### src/hw/rtl/ptlm_pkg.sv
package ptlm_pkg;

  // Default build values
  localparam int WINDOW_DEPTH_DEF = 64;
  localparam int TIME_BITS_DEF    = 20;

  // Field widths
  localparam int ELAPSED_W = 20;
  localparam int AVG_W     = 24;
  localparam int MAX_W     = 20;
  localparam int LOAD_W    = 24;
  localparam int DROP_W    = 32;
  localparam int S_TDATA_W = 24;
  localparam int M_TDATA_W = 104;

  // Register widths
  localparam int SR_W       = 19;
  localparam int BS_W       = 14;
  localparam int FRAC_W     = 10;
  localparam int CFG_IDX_W  = 2;
  localparam int CFG_DATA_W = 19;

  // Available time: buffer_size * 1e6 fits in 34 bits
  localparam int AVAIL_W = 34;
  localparam logic [AVAIL_W-1:0] US_PER_S = AVAIL_W'(1000000);

  // Register indexes
  localparam logic [CFG_IDX_W-1:0] REG_SAMPLE_RATE      = 2'd0;
  localparam logic [CFG_IDX_W-1:0] REG_BUFFER_SIZE      = 2'd1;
  localparam logic [CFG_IDX_W-1:0] REG_DROPOUT_FRACTION = 2'd2;
  localparam logic [CFG_IDX_W-1:0] REG_WARNING_FRACTION = 2'd3;

  // Register reset values
  localparam logic [SR_W-1:0]   SR_RESET    = 19'd48000;
  localparam logic [BS_W-1:0]   BS_RESET    = 14'd512;
  localparam logic [FRAC_W-1:0] DFRAC_RESET = 10'd256;
  localparam logic [FRAC_W-1:0] WFRAC_RESET = 10'd205;

  // Action codes
  localparam logic ACT_RECORD = 1'b0;
  localparam logic ACT_CLEAR  = 1'b1;

  // Saturation limit of the 24-bit avg (Q4) and load (Q8) outputs
  localparam logic [AVG_W-1:0] Q24_MAX = 24'hFFFFFF;

  typedef enum logic [1:0] {
    DIV_AVAIL,
    DIV_AVG,
    DIV_LOAD
  } div_sel_t;

  typedef struct packed {
    logic     take;
    logic     clear;
    logic     wr;
    logic     scan_start;
    logic     scan_step;
    logic     div_start;
    logic     div_take;
    div_sel_t div_sel;
    logic     avail_clr;
    logic     mul;
    logic     finish;
  } cmd_t;

  typedef struct packed {
    logic scan_done;
    logic div_done;
    logic avail_off;
    logic avail_zero;
    logic out_free;
  } status_t;

endpackage

### src/hw/rtl/processing_time_load_monitor.sv
// Channel   Direction  Handshake                     Payload
// s_axis    in         s_axis_tvalid/s_axis_tready   tdata: elapsed_us; tuser: action
// m_axis    out        m_axis_tvalid/m_axis_tready   tdata: avg, max, load, dropouts, risk
// cfg       in         cfg_we                        cfg_addr, cfg_wdata
//
// A record walks the n filled slots of the window on the single read port, then one shared
// bit-serial divider of D bits (max(SUM_W+15, 34), 42 at the default build) runs up to three
// times; a divide is skipped for zero available time.
// rst is synchronous; the window needs no clearing pass.
// s_axis_tready is high only when idle, so a new item may be taken while a result still
// waits in the output register; the next result then holds until that one is handed over.
module processing_time_load_monitor #(
  parameter int WINDOW_DEPTH = ptlm_pkg::WINDOW_DEPTH_DEF,
  parameter int TIME_BITS    = ptlm_pkg::TIME_BITS_DEF
) (
  input  logic                                clk,
  input  logic                                rst,
  input  logic                                s_axis_tvalid,
  output logic                                s_axis_tready,
  input  logic [ptlm_pkg::S_TDATA_W-1:0]      s_axis_tdata,  // [19:0] elapsed_us
  input  logic                                s_axis_tuser,  // [0] action
  output logic                                m_axis_tvalid,
  input  logic                                m_axis_tready,
  // [23:0] avg_time_q4, [43:24] max_time_us, [67:44] load_percent_q8,
  // [99:68] dropout_total, [100] risk_flag
  output logic [ptlm_pkg::M_TDATA_W-1:0]      m_axis_tdata,
  input  logic                                cfg_we,
  input  logic [ptlm_pkg::CFG_IDX_W-1:0]      cfg_addr,
  input  logic [ptlm_pkg::CFG_DATA_W-1:0]     cfg_wdata
);

  ptlm_pkg::cmd_t    cmd;
  ptlm_pkg::status_t status;

  ptlm_ctrl u_ctrl (
    .clk       (clk),
    .rst       (rst),
    .in_valid  (s_axis_tvalid),
    .in_action (s_axis_tuser),
    .in_ready  (s_axis_tready),
    .status    (status),
    .cmd       (cmd)
  );

  ptlm_dp #(
    .WINDOW_DEPTH (WINDOW_DEPTH),
    .TIME_BITS    (TIME_BITS)
  ) u_dp (
    .clk        (clk),
    .rst        (rst),
    .cfg_we     (cfg_we),
    .cfg_addr   (cfg_addr),
    .cfg_wdata  (cfg_wdata),
    .elapsed_in (s_axis_tdata[ptlm_pkg::ELAPSED_W-1:0]),
    .cmd        (cmd),
    .status     (status),
    .out_ready  (m_axis_tready),
    .out_valid  (m_axis_tvalid),
    .out_data   (m_axis_tdata)
  );

endmodule

### src/hw/rtl/ptlm_ram.sv
module ptlm_ram #(
  parameter int WIDTH = 20,
  parameter int DEPTH = 64
) (
  input  logic                     clk,
  input  logic                     we,
  input  logic [$clog2(DEPTH)-1:0] waddr,
  input  logic [WIDTH-1:0]         wdata,
  input  logic [$clog2(DEPTH)-1:0] raddr,
  output logic [WIDTH-1:0]         rdata
);

  logic [WIDTH-1:0] mem [DEPTH];

  // Write one word, read one word registered
  always_ff @(posedge clk) begin
    if (we) begin
      mem[waddr] <= wdata;
    end
    rdata <= mem[raddr];
  end

endmodule

### src/hw/rtl/ptlm_div.sv
module ptlm_div #(
  parameter int NUM_W = 42,
  parameter int DEN_W = 41
) (
  input  logic             clk,
  input  logic             rst,
  input  logic             start,
  input  logic [NUM_W-1:0] num,
  input  logic [DEN_W-1:0] den,
  output logic             done,
  output logic [NUM_W-1:0] quo
);

  localparam int CNT_W = $clog2(NUM_W + 1);

  logic             busy;
  logic [CNT_W-1:0] cnt;
  logic [DEN_W-1:0] rem;
  logic [DEN_W-1:0] den_r;
  logic [DEN_W:0]   shifted;
  logic [DEN_W:0]   diff;
  logic             fits;

  // One restoring step: shift in the next numerator bit, subtract if it fits
  assign shifted = {rem, quo[NUM_W-1]};
  assign diff    = shifted - {1'b0, den_r};
  assign fits    = shifted >= {1'b0, den_r};

  always_ff @(posedge clk) begin
    if (rst) begin
      busy <= 1'b0;
      done <= 1'b0;
      cnt  <= '0;
    end else begin
      done <= 1'b0;
      if (start) begin
        busy  <= 1'b1;
        cnt   <= CNT_W'(NUM_W);
        rem   <= '0;
        den_r <= den;
        quo   <= num;
      end else if (busy) begin
        rem <= fits ? diff[DEN_W-1:0] : shifted[DEN_W-1:0];
        quo <= {quo[NUM_W-2:0], fits};
        cnt <= cnt - 1'b1;
        if (cnt == CNT_W'(1)) begin
          busy <= 1'b0;
          done <= 1'b1;
        end
      end
    end
  end

endmodule

### src/hw/rtl/ptlm_ctrl.sv
module ptlm_ctrl (
  input  logic              clk,
  input  logic              rst,
  input  logic              in_valid,
  input  logic              in_action,
  output logic              in_ready,
  input  ptlm_pkg::status_t status,
  output ptlm_pkg::cmd_t    cmd
);

  typedef enum logic [3:0] {
    IDLE,
    CLR,
    WRITE,
    SCAN,
    AVAIL_GO,
    AVAIL_WAIT,
    AVG_GO,
    AVG_WAIT,
    MUL,
    LOAD_GO,
    LOAD_WAIT,
    FINISH
  } state_t;

  state_t state;
  state_t state_next;

  assign in_ready = (state == IDLE);

  // Decode commands and next state
  always_comb begin
    cmd        = '0;
    cmd.div_sel = ptlm_pkg::DIV_AVAIL;
    state_next = state;
    case (state)
      IDLE: begin
        if (in_valid) begin
          cmd.take   = 1'b1;
          state_next = (in_action == ptlm_pkg::ACT_CLEAR) ? CLR : WRITE;
        end
      end
      CLR: begin
        if (status.out_free) begin
          cmd.clear  = 1'b1;
          state_next = IDLE;
        end
      end
      WRITE: begin
        cmd.wr         = 1'b1;
        cmd.scan_start = 1'b1;
        state_next     = SCAN;
      end
      SCAN: begin
        cmd.scan_step = 1'b1;
        if (status.scan_done) begin
          state_next = AVAIL_GO;
        end
      end
      AVAIL_GO: begin
        if (status.avail_off) begin
          cmd.avail_clr = 1'b1;
          state_next    = AVG_GO;
        end else begin
          cmd.div_start = 1'b1;
          state_next    = AVAIL_WAIT;
        end
      end
      AVAIL_WAIT: begin
        if (status.div_done) begin
          cmd.div_take = 1'b1;
          state_next   = AVG_GO;
        end
      end
      AVG_GO: begin
        cmd.div_sel   = ptlm_pkg::DIV_AVG;
        cmd.div_start = 1'b1;
        state_next    = AVG_WAIT;
      end
      AVG_WAIT: begin
        cmd.div_sel = ptlm_pkg::DIV_AVG;
        if (status.div_done) begin
          cmd.div_take = 1'b1;
          state_next   = MUL;
        end
      end
      MUL: begin
        cmd.mul    = 1'b1;
        state_next = LOAD_GO;
      end
      LOAD_GO: begin
        cmd.div_sel = ptlm_pkg::DIV_LOAD;
        if (status.avail_zero) begin
          state_next = FINISH;
        end else begin
          cmd.div_start = 1'b1;
          state_next    = LOAD_WAIT;
        end
      end
      LOAD_WAIT: begin
        cmd.div_sel = ptlm_pkg::DIV_LOAD;
        if (status.div_done) begin
          cmd.div_take = 1'b1;
          state_next   = FINISH;
        end
      end
      FINISH: begin
        if (status.out_free) begin
          cmd.finish = 1'b1;
          state_next = IDLE;
        end
      end
      default: begin
        state_next = IDLE;
      end
    endcase
  end

  always_ff @(posedge clk) begin
    if (rst) begin
      state <= IDLE;
    end else begin
      state <= state_next;
    end
  end

endmodule

### src/hw/rtl/ptlm_dp.sv
module ptlm_dp #(
  parameter int WINDOW_DEPTH = ptlm_pkg::WINDOW_DEPTH_DEF,
  parameter int TIME_BITS    = ptlm_pkg::TIME_BITS_DEF
) (
  input  logic                                clk,
  input  logic                                rst,
  input  logic                                cfg_we,
  input  logic [ptlm_pkg::CFG_IDX_W-1:0]      cfg_addr,
  input  logic [ptlm_pkg::CFG_DATA_W-1:0]     cfg_wdata,
  input  logic [ptlm_pkg::ELAPSED_W-1:0]      elapsed_in,
  input  ptlm_pkg::cmd_t                      cmd,
  output ptlm_pkg::status_t                   status,
  input  logic                                out_ready,
  output logic                                out_valid,
  output logic [ptlm_pkg::M_TDATA_W-1:0]      out_data
);

  localparam int ELW    = (TIME_BITS < ptlm_pkg::ELAPSED_W) ? TIME_BITS : ptlm_pkg::ELAPSED_W;
  localparam int IDX_W  = $clog2(WINDOW_DEPTH);
  localparam int CNT_W  = $clog2(WINDOW_DEPTH + 1);
  localparam int SUM_W  = ELW + CNT_W;
  localparam int NUM_W  = (SUM_W + 15 > ptlm_pkg::AVAIL_W) ? SUM_W + 15 : ptlm_pkg::AVAIL_W;
  localparam int DEN_W  = CNT_W + ptlm_pkg::AVAIL_W;
  localparam int DRP_W  = ptlm_pkg::AVAIL_W + ptlm_pkg::FRAC_W;
  localparam int RSK_W  = DEN_W + ptlm_pkg::FRAC_W;

  // Configuration
  logic [ptlm_pkg::SR_W-1:0]   sample_rate;
  logic [ptlm_pkg::BS_W-1:0]   buffer_size;
  logic [ptlm_pkg::FRAC_W-1:0] dropout_fraction;
  logic [ptlm_pkg::FRAC_W-1:0] warning_fraction;

  // Window bookkeeping and scan
  logic [ELW-1:0]   elapsed;
  logic [IDX_W-1:0] write_slot;
  logic [CNT_W-1:0] fill_count;
  logic [CNT_W-1:0] scan_cnt;
  logic             scan_pend;
  logic [SUM_W-1:0] sum;
  logic [ELW-1:0]   mx;
  logic [ELW-1:0]   rdata;

  // Arithmetic
  logic [ptlm_pkg::AVAIL_W-1:0] avail;
  logic [ptlm_pkg::AVG_W-1:0]   avg;
  logic [NUM_W-1:0]             load_num;
  logic [DEN_W-1:0]             load_den;
  logic                         drop_hit;
  logic [ptlm_pkg::LOAD_W-1:0]  load_q;

  // Held statistics
  logic [ptlm_pkg::LOAD_W-1:0] held_load;
  logic [ptlm_pkg::DROP_W-1:0] dropout_counter;
  logic                        risk_state;
  logic [ptlm_pkg::LOAD_W-1:0] held_load_next;
  logic [ptlm_pkg::DROP_W-1:0] dropout_counter_next;
  logic                        risk_state_next;

  // Divider
  logic [NUM_W-1:0] div_num;
  logic [DEN_W-1:0] div_den;
  logic             div_done;
  logic [NUM_W-1:0] div_quo;
  logic [DRP_W-1:0] drop_lhs;
  logic [DRP_W-1:0] drop_rhs;
  logic [RSK_W-1:0] risk_lhs;
  logic [RSK_W-1:0] risk_rhs;

  ptlm_ram #(
    .WIDTH (ELW),
    .DEPTH (WINDOW_DEPTH)
  ) u_window (
    .clk   (clk),
    .we    (cmd.wr),
    .waddr (write_slot),
    .wdata (elapsed),
    .raddr (scan_cnt[IDX_W-1:0]),
    .rdata (rdata)
  );

  // Pick the operands of the shared divider
  always_comb begin
    case (cmd.div_sel)
      ptlm_pkg::DIV_AVAIL: begin
        div_num = NUM_W'(ptlm_pkg::AVAIL_W'(buffer_size) * ptlm_pkg::US_PER_S);
        div_den = DEN_W'(sample_rate);
      end
      ptlm_pkg::DIV_AVG: begin
        div_num = NUM_W'(sum) << 4;
        div_den = DEN_W'(fill_count);
      end
      ptlm_pkg::DIV_LOAD: begin
        div_num = load_num;
        div_den = load_den;
      end
      default: begin
        div_num = '0;
        div_den = '0;
      end
    endcase
  end

  ptlm_div #(
    .NUM_W (NUM_W),
    .DEN_W (DEN_W)
  ) u_div (
    .clk   (clk),
    .rst   (rst),
    .start (cmd.div_start),
    .num   (div_num),
    .den   (div_den),
    .done  (div_done),
    .quo   (div_quo)
  );

  // Threshold products
  assign drop_lhs = DRP_W'(elapsed) << 8;
  assign drop_rhs = DRP_W'(avail) * DRP_W'(dropout_fraction);
  assign risk_lhs = RSK_W'(sum) << 8;
  assign risk_rhs = RSK_W'(warning_fraction) * RSK_W'(load_den);

  // Next held statistics: only move when time is available
  always_comb begin
    held_load_next       = held_load;
    dropout_counter_next = dropout_counter;
    risk_state_next      = risk_state;
    if (avail != '0) begin
      held_load_next  = load_q;
      risk_state_next = risk_lhs > risk_rhs;
      if (drop_hit && (dropout_counter != '1)) begin
        dropout_counter_next = dropout_counter + 1'b1;
      end
    end
  end

  assign status.scan_done  = (scan_cnt == fill_count) && !scan_pend;
  assign status.div_done   = div_done;
  assign status.avail_off  = (sample_rate == '0) || (buffer_size == '0);
  assign status.avail_zero = (avail == '0);
  assign status.out_free   = !out_valid || out_ready;

  always_ff @(posedge clk) begin
    if (rst) begin
      sample_rate      <= ptlm_pkg::SR_RESET;
      buffer_size      <= ptlm_pkg::BS_RESET;
      dropout_fraction <= ptlm_pkg::DFRAC_RESET;
      warning_fraction <= ptlm_pkg::WFRAC_RESET;
      write_slot       <= '0;
      fill_count       <= '0;
      scan_cnt         <= '0;
      scan_pend        <= 1'b0;
      held_load        <= '0;
      dropout_counter  <= '0;
      risk_state       <= 1'b0;
      out_valid        <= 1'b0;
    end else begin
      // Register writes
      if (cfg_we) begin
        case (cfg_addr)
          ptlm_pkg::REG_SAMPLE_RATE:      sample_rate      <= cfg_wdata[ptlm_pkg::SR_W-1:0];
          ptlm_pkg::REG_BUFFER_SIZE:      buffer_size      <= cfg_wdata[ptlm_pkg::BS_W-1:0];
          ptlm_pkg::REG_DROPOUT_FRACTION: dropout_fraction <= cfg_wdata[ptlm_pkg::FRAC_W-1:0];
          ptlm_pkg::REG_WARNING_FRACTION: warning_fraction <= cfg_wdata[ptlm_pkg::FRAC_W-1:0];
          default: begin
          end
        endcase
      end

      // Latch the measurement
      if (cmd.take) begin
        elapsed <= elapsed_in[ELW-1:0];
      end

      // Advance the circular window
      if (cmd.wr) begin
        write_slot <= (write_slot == IDX_W'(WINDOW_DEPTH - 1)) ? '0 : write_slot + 1'b1;
        if (fill_count != CNT_W'(WINDOW_DEPTH)) begin
          fill_count <= fill_count + 1'b1;
        end
      end

      // Walk the filled slots, one read per cycle
      if (cmd.scan_start) begin
        scan_cnt  <= '0;
        scan_pend <= 1'b0;
        sum       <= '0;
        mx        <= '0;
      end else if (cmd.scan_step) begin
        scan_pend <= scan_cnt < fill_count;
        if (scan_cnt < fill_count) begin
          scan_cnt <= scan_cnt + 1'b1;
        end
        if (scan_pend) begin
          sum <= sum + SUM_W'(rdata);
          if (rdata > mx) begin
            mx <= rdata;
          end
        end
      end

      // Collect quotients
      if (cmd.avail_clr) begin
        avail <= '0;
      end
      if (cmd.div_take) begin
        case (cmd.div_sel)
          ptlm_pkg::DIV_AVAIL: avail <= div_quo[ptlm_pkg::AVAIL_W-1:0];
          ptlm_pkg::DIV_AVG: begin
            avg <= (div_quo > NUM_W'(ptlm_pkg::Q24_MAX)) ? ptlm_pkg::Q24_MAX
                                                          : div_quo[ptlm_pkg::AVG_W-1:0];
          end
          ptlm_pkg::DIV_LOAD: begin
            load_q <= (div_quo > NUM_W'(ptlm_pkg::Q24_MAX)) ? ptlm_pkg::Q24_MAX
                                                             : div_quo[ptlm_pkg::LOAD_W-1:0];
          end
          default: begin
          end
        endcase
      end

      // Form load operands and dropout test
      if (cmd.mul) begin
        load_num <= NUM_W'(sum) * NUM_W'(25600);
        load_den <= DEN_W'(fill_count) * DEN_W'(avail);
        drop_hit <= drop_lhs > drop_rhs;
      end

      // Hand the result, or the zeros of a clear, to the output register; a clear also empties the window
      if (cmd.finish) begin
        held_load       <= held_load_next;
        dropout_counter <= dropout_counter_next;
        risk_state      <= risk_state_next;
        out_valid       <= 1'b1;
        out_data        <= {3'b000, risk_state_next, dropout_counter_next, held_load_next,
                            ptlm_pkg::MAX_W'(mx), avg};
      end else if (cmd.clear) begin
        write_slot      <= '0;
        fill_count      <= '0;
        held_load       <= '0;
        dropout_counter <= '0;
        risk_state      <= 1'b0;
        out_valid       <= 1'b1;
        out_data        <= '0;
      end else if (out_ready) begin
        out_valid <= 1'b0;
      end
    end
  end

endmodule

### config.mk
export PLATFORM = sky130hd
export DESIGN_NAME = processing_time_load_monitor
export DESIGN_NICKNAME = d
export VERILOG_FILES = /design/src/hw/rtl/ptlm_pkg.sv /design/src/hw/rtl/processing_time_load_monitor.sv /design/src/hw/rtl/ptlm_ram.sv /design/src/hw/rtl/ptlm_div.sv /design/src/hw/rtl/ptlm_ctrl.sv /design/src/hw/rtl/ptlm_dp.sv
export SDC_FILE = /design/constraint.sdc
export NUM_CORES = 2
export LEC_CHECK = 0
export BUFFER_PORTS_ARGS = -buffer_cell sky130_fd_sc_hd__buf_2
export CAP_MARGIN = 20
export CORE_MARGIN = 2
export CORE_UTILIZATION = 40
export DETAILED_ROUTE_END_ITERATION = 16
export HOLD_SLACK_MARGIN = 0.05
export PLACE_DENSITY = 0.59
export SYNTH_ARGS = -nofsm -noshare
export SYNTH_HDL_FRONTEND = slang
export SYNTH_SLANG_ARGS = --single-unit
### constraint.sdc
create_clock -name clk -period 16.7 [get_ports clk]
set_clock_uncertainty 0.1 [all_clocks]
set_input_delay 0.835 -clock clk [delete_from_list [all_inputs] [get_ports clk]]
set_output_delay 0.835 -clock clk [all_outputs]
set_load 0.02 [all_outputs]
Word-level counts from Yosys, hierarchy flattened
Memories as Yosys holds them, arrays and structs flattened. A register that Yosys moved wholly into a read port is not among the register bits.
Cells that the tools add are included.
{"block": "classes", "addsub": 7, "multipliers": 5, "div_mod_pow": 0, "magnitude_cmp": 6, "eq_ne": 27, "shift": 0, "muxes": 72, "bitwise": 2, "reduce_logical": 41}
{"operator": "2-to-1 mux 101 bit", "n": 2}
{"operator": "2-to-1 mux 32 bit", "n": 4}
{"operator": "case mux 42 bit (3 select lines)", "n": 1}
{"operator": "case mux 41 bit (3 select lines)", "n": 1}
{"operator": "2-to-1 mux 34 bit", "n": 3}
{"operator": "2-to-1 mux 24 bit", "n": 4}
{"operator": "2-to-1 mux 42 bit", "n": 2}
{"operator": "2-to-1 mux 41 bit", "n": 2}
{"operator": "2-to-1 mux 20 bit", "n": 3}
{"operator": "2-to-1 mux 27 bit", "n": 2}
{"operator": "greater-than comparator 35 x 51 -> 1 bit", "n": 1}
{"operator": "multiplier 10 x 41 -> 51 bit", "n": 1}
{"operator": "greater-than comparator 28 x 44 -> 1 bit", "n": 1}
{"operator": "multiplier 34 x 10 -> 44 bit", "n": 1}
{"operator": "case mux 4 bit (11 select lines)", "n": 1}
{"operator": "greater-or-equal comparator 42 x 41 -> 1 bit", "n": 1}
{"operator": "greater-than comparator 42 x 24 -> 1 bit, second input constant", "n": 1}
{"operator": "multiplier 7 x 34 -> 41 bit", "n": 1}
{"operator": "subtractor 41 bit", "n": 1}
{"operator": "2-to-1 mux 6 bit", "n": 6}
{"operator": "logical NOT 34 bit", "n": 1}
{"operator": "nonzero test 34 bit", "n": 1}
{"operator": "adder 32 x 1 -> 32 bit, second input constant", "n": 1}
{"operator": "multiplier 27 x 5 -> 32 bit, second input constant", "n": 1}
{"operator": "other kinds (42)", "n": 117}
{"block": "totals", "regBits": 592, "latchBits": 0, "ramBits": 1280, "mem_bits_ro": 0, "inputBits": 51, "out_inout_bits": 106, "memories": 1}
{"name": "u_dp.u_window.mem", "words": 64, "word_bits": 20, "rd": 1, "rd_clocked_by_memory_dff": 1, "write_ports": 1, "line_no": "ptlm_ram.sv:13", "text": "logic [WIDTH-1:0] mem [DEPTH];"}

Depth between registers and ports, before layout
{"block": "logic_depth", "depth_word": 7, "depth_mapped": 37, "mapped_depth_nobuf": 35}

Hierarchy
From an unflattened synthesis, not the netlist that was laid out.
{"block": "hier_totals", "cells_unflattened": 9287, "hier_area_um2": 115304.3}
{"mod": "ptlm_dp", "n_inst": 1, "cells_each": 6284, "area_per_inst_um2": 57516.4, "seq_area_each_um2": 12371.9}
{"mod": "ptlm_ram", "n_inst": 1, "cells_each": 2243, "area_per_inst_um2": 49501.2, "seq_area_each_um2": 38837.2}
{"mod": "ptlm_div", "n_inst": 1, "cells_each": 684, "area_per_inst_um2": 7738.7, "seq_area_each_um2": 3883.7}
{"mod": "ptlm_ctrl", "n_inst": 1, "cells_each": 76, "area_per_inst_um2": 548.0, "seq_area_each_um2": 80.1}

Worst setup path after synthesis
No wires, ideal clock.
{"block": "synth_path", "path_kind": "input -> register", "startpoint": "in rst", "endpoint": "reg u_dp.drop_hit (enable)", "setup_time_ns": 0.689, "t_arrival_ns": 8.098, "required_ns": 15.911, "slack_ns": 7.813, "path_stages": 3, "path_cell_list": "clkbuf_1 buf_6 nor4_1"}
{"block": "synth_between", "elab_chain_len": 2}
{"element": "from (decl)", "line_no": "processing_time_load_monitor.sv:17", "text": "input logic rst,"}
{"element": "inverter 1 bit (no source line)"}
{"element": "AND reduction 2 bit (no source line)"}
{"element": "to (signal assigned)", "line_no": "ptlm_dp.sv:225", "text": "drop_hit <= drop_lhs > drop_rhs;"}
{"element": "to (decl)", "line_no": "ptlm_dp.sv:48", "text": "logic drop_hit;"}
No other way between the ends.
A chain may end at the register's enable or synchronous reset.

Final worst setup path
{"block": "layout_path", "startpoint": "reg u_dp.warning_fraction[5] (netlist bit)", "endpoint": "reg u_dp.out_data[100] (netlist bit), data pin"}
{"block": "layout_between", "elab_chain_len": 4}
{"element": "from (decl)", "line_no": "ptlm_dp.sv:31", "text": "logic [ptlm_pkg::FRAC_W-1:0] warning_fraction;"}
{"element": "from (signal assigned)", "line_no": "ptlm_dp.sv:147", "text": "warning_fraction <= ptlm_pkg::WFRAC_RESET;"}
{"element": "from (signal assigned)", "line_no": "ptlm_dp.sv:163", "text": "ptlm_pkg::REG_WARNING_FRACTION: warning_fraction <= cfg_wdata[ptlm_pkg::FRAC_W-1:0];"}
{"element": "multiplier 10 x 41 -> 51 bit", "line_no": "ptlm_dp.sv:120", "text": "assign risk_rhs = RSK_W'(warning_fraction) * RSK_W'(load_den);"}
{"element": "greater-than comparator 35 x 51 -> 1 bit", "line_no": "ptlm_dp.sv:129", "text": "risk_state_next = risk_lhs > risk_rhs;"}
{"element": "2-to-1 mux 1 bit", "line_no": "ptlm_dp.sv:127", "text": "if (avail != '0) begin"}
{"element": "2-to-1 mux 101 bit", "line_no": "ptlm_dp.sv:229", "text": "if (cmd.finish) begin"}
{"element": "to (signal assigned)", "line_no": "ptlm_dp.sv:234", "text": "out_data <= {3'b000, risk_state_next, dropout_counter_next, held_load_next,"}
{"element": "to (decl)", "line_no": "ptlm_dp.sv:15", "text": "output logic [ptlm_pkg::M_TDATA_W-1:0] out_data"}
No other way between the ends.

==> metrics <==
status finished clean; Worst path slowest cell dfxtp_2; via/cell ratio 5.46; initial core utilization 0.403; Clock transition at path regs 0.06 ns; worst vdd ir 100 uV; first-iteration detailed-routing DRC count 5,980; post-synthesis sequential area ratio 0.485; Clock Tree Root clkbuf_16; WL per Instance 23.7 um; Synth Cell Area 114,000 um^2; static leakage 0.0486 uW; clock network fraction of total power 0.354; initial antenna violation count 15; Num CTS Buffers 208; top cells by count, synth edfxtp_1, inv_1, nand2_1, fa_1, ha_1; number of post-CTS setup repair buffers 0; ANT nets after route 0; Critical Path Max Stage Delay 0.99 ns; GP Congestion 0.893; Remaining DRCs 0; Syn Inst Count 8,868; final net count 10,400; async set-or-reset flop fraction in the synthesized netlist 0; RSZ-0062 raised after global routing no; PwrDens 102 nW/um^2; area grow syn2layout 10.9%; Die ar. 289,000 um^2; element type at the critical path end register; NetSw 3890 uW; Die Wd 537 um; CP arrival 10.78 ns; core area 283,000 um^2; final setup violation count 0; sw frac 0.301; grt total ovfl 0; Finished Core Util 0.447; Final Hold Fails 0; height of the die 537 um; sequential power share 0.416; dominant synthesized flop cell edfxtp_1; clock tree buffer depth 4; H-tree level count 4; total power 12,900 uW; most instantiated library cell after synthesis edfxtp_1; critical path startpoint category register; vias 70,300; CP top delay family simple AND/OR/NAND/NOR gates; vias in the first global route 72,900; ratio of cells with drive above 1 in the final layout 0.129; PortBufs 149; post-placement cell count 12,500; Critical Path RT 17.25 ns; Hold Crit Start cfg_wdata[11]; hold_buf cts 24; row count 195; Gate power share 0.231; Period Utilization, post-route 0.612; first-pass GRT wire length 463,000 um; WS Path Type reg2reg; CTS tree yes; Detail Placement HPWL 206,000 um; yosys warns 0; Synth Register Bits 1,892; Worst Setup SP u_dp.warning_fraction[5]; worst r2r src u_dp.warning_fraction[5]; Highest Clock Rate 97.8 MHz; TritonCTS Sinks 1,892; WL final 305,000 um; total negative slack 0 ns; I/O pin cnt 157; iteration count of the initial detailed-routing pass 8; internal power 9040 uW; normalized max-slew margin 0.242; synth top area cells edfxtp_1, fa_1, mux4_2; worst hold path type in2reg; Final min period 10.22 ns; WHS 0.115 ns; number of max-cap violations 0; cts repair resizes 0; Synth area leader edfxtp_1; peak fanout along the critical path 42; largest net degree at the start of global routing 128; Synth top area share 0.456; max-slew violations 0; Worst-Margin Slew 1.14 ns; Post-Layout Cell Count 12,900; Worst Path Buf+Inv 2; syn avg cell area 12.8 um^2; clk_lat worst skew 0.96 ns; Post-synth EDFFs 1,728; gr usage total 0.213; Netlist cell types 86
[worst register-to-register path: cells and delay by family, from the launching register on]
kind | cells | cell delay, ns
DFF | 1 | 0.99
xor gates and xnor gates | 1 | 0.16
and+or+nand+nor | 14 | 3.43
buffers and inverters | 2 | 0.11
AOI/OAI and AO/OA | 6 | 1.99
adders and majority gates | 7 | 3.22
[power groups by stage]
| stage | logic (uW) | registers (uW) | clock network [uW] |
|---|---|---|---|
| after global routing | 3370 | 5370 | 4850 |
| after floorplan | 2150 | 5460 | 0 |
| after detailed placement | 2950 | 5470 | 0 |
| final | 2980 | 5370 | 4570 |
| after CTS | 2980 | 5370 | 4660 |
| after global placement | 2910 | 5470 | 0 |
[cells in the final DEF, fill, tap and decap left out, types with 37 or more instances in the layout]
| master | netlist | routed |
|---|---|---|
| mux4_2 | 420 | 420 |
| ha_1 | 557 | 557 |
| edfxtp_1 | 1728 | 1728 |
| a21o_1 | 117 | 117 |
| o21ai_0 | 158 | 158 |
| nand2b_1 | 64 | 63 |
| xor2_1 | 100 | 100 |
| buf_4 | 3 | 165 |
| xnor2_1 | 158 | 158 |
| nor3_1 | 77 | 71 |
| mux2i_1 | 54 | 54 |
| inv_1 | 999 | 998 |
| a22o_1 | 41 | 41 |
| nor2_2 | 0 | 40 |
| buf_2 | 5 | 149 |
| nor2b_1 | 44 | 44 |
| nand4_1 | 60 | 60 |
| o21bai_1 | 37 | 37 |
| nor2_1 | 481 | 411 |
| a31oi_1 | 49 | 48 |
| and3_1 | 44 | 44 |
| clkbuf_1 | 411 | 40 |
| dfxtp_1 | 164 | 156 |
| and2_1 | 510 | 510 |
| clkbuf_16 | 0 | 212 |
| nand2_1 | 911 | 911 |
| clkinv_2 | 0 | 38 |
| fa_1 | 792 | 792 |
| a21oi_1 | 353 | 353 |
| nand3_1 | 98 | 98 |
[metrics by stage]
| stage | setup slack, ns | instance area [um^2] |
|---|---|---|
| CTS | 6.65 | 126000 |
| global placement | 6.72 | 119000 |
| global route | 6.17 | 126000 |
| floorplan | 7.81 | 114000 |
| finish | 6.48 | 126000 |
| detailed placement | 6.73 | 119000 |
[per-layer routing]
layer / GRT usage / up-vias / share of wire
met3: 0.0307 / 492 / 0.061
met4: 0.0763 / 4 / 0.042
met1: 0.277 / 36300 / 0.41
met5: 0 / - / 0.000088
li1: - / 31200 / -
met2: 0.363 / 2310 / 0.49
[registers in the layout, indices dropped and copies added (netlist names), 24 cells and up]
name / cells
u_dp.sum: 27
u_dp.out_data: 101
u_dp.avail: 34
u_dp.u_div.rem: 41
u_dp.avg: 24
u_dp.dropout_counter: 32
u_dp.u_div.den_r: 41
u_dp.u_window.mem: 1280
u_dp.load_den: 41
u_dp.held_load: 24
u_dp.load_num: 32
u_dp.u_div.quo: 42
u_dp.load_q: 24
[worst paths after layout]
kind / end / slack, ns / cells past startpoint
min reg2reg: u_dp.sample_rate[5] / 0.38 / 2
max: u_dp.out_data[100] / 6.48 / 30
min: u_dp.sample_rate[11] / 0.11 / 3
max reg2reg: u_dp.out_data[100] / 6.48 / 30
[kinds of logic (layout without fill, tap and decap cells)]
kind of cell | count (synthesis) | in the layout | synth area share
other | 1 | 11 | 0.0000330
adder cells (fa/ha/maj) | 1349 | 1349 | 0.201
multiplexers | 475 | 475 | 0.0880
flip-flops | 1892 | 1892 | 0.485
buffers and inverters | 1468 | 1723 | 0.0488
XOR/XNOR | 258 | 258 | 0.0199
AND/OR/NAND/NOR | 2435 | 2435 | 0.102
AO/OA/AOI/OAI | 990 | 990 | 0.0553
[area by class of cell]
cell class | count | area (um^2)
Clock buffer | 261 | 5580
Timing Repair Buffer | 343 | 2330
Antenna cell | 8 | 20.0
Tap cell | 3743 | 4680
Sequential cell | 1892 | 55200
Clock inverter | 120 | 1190
Multi-Input combinational cell | 5510 | 53500
Fill cell | 25400 | 156000
Inverter | 999 | 3750
(Power assumes the default switching activity.)
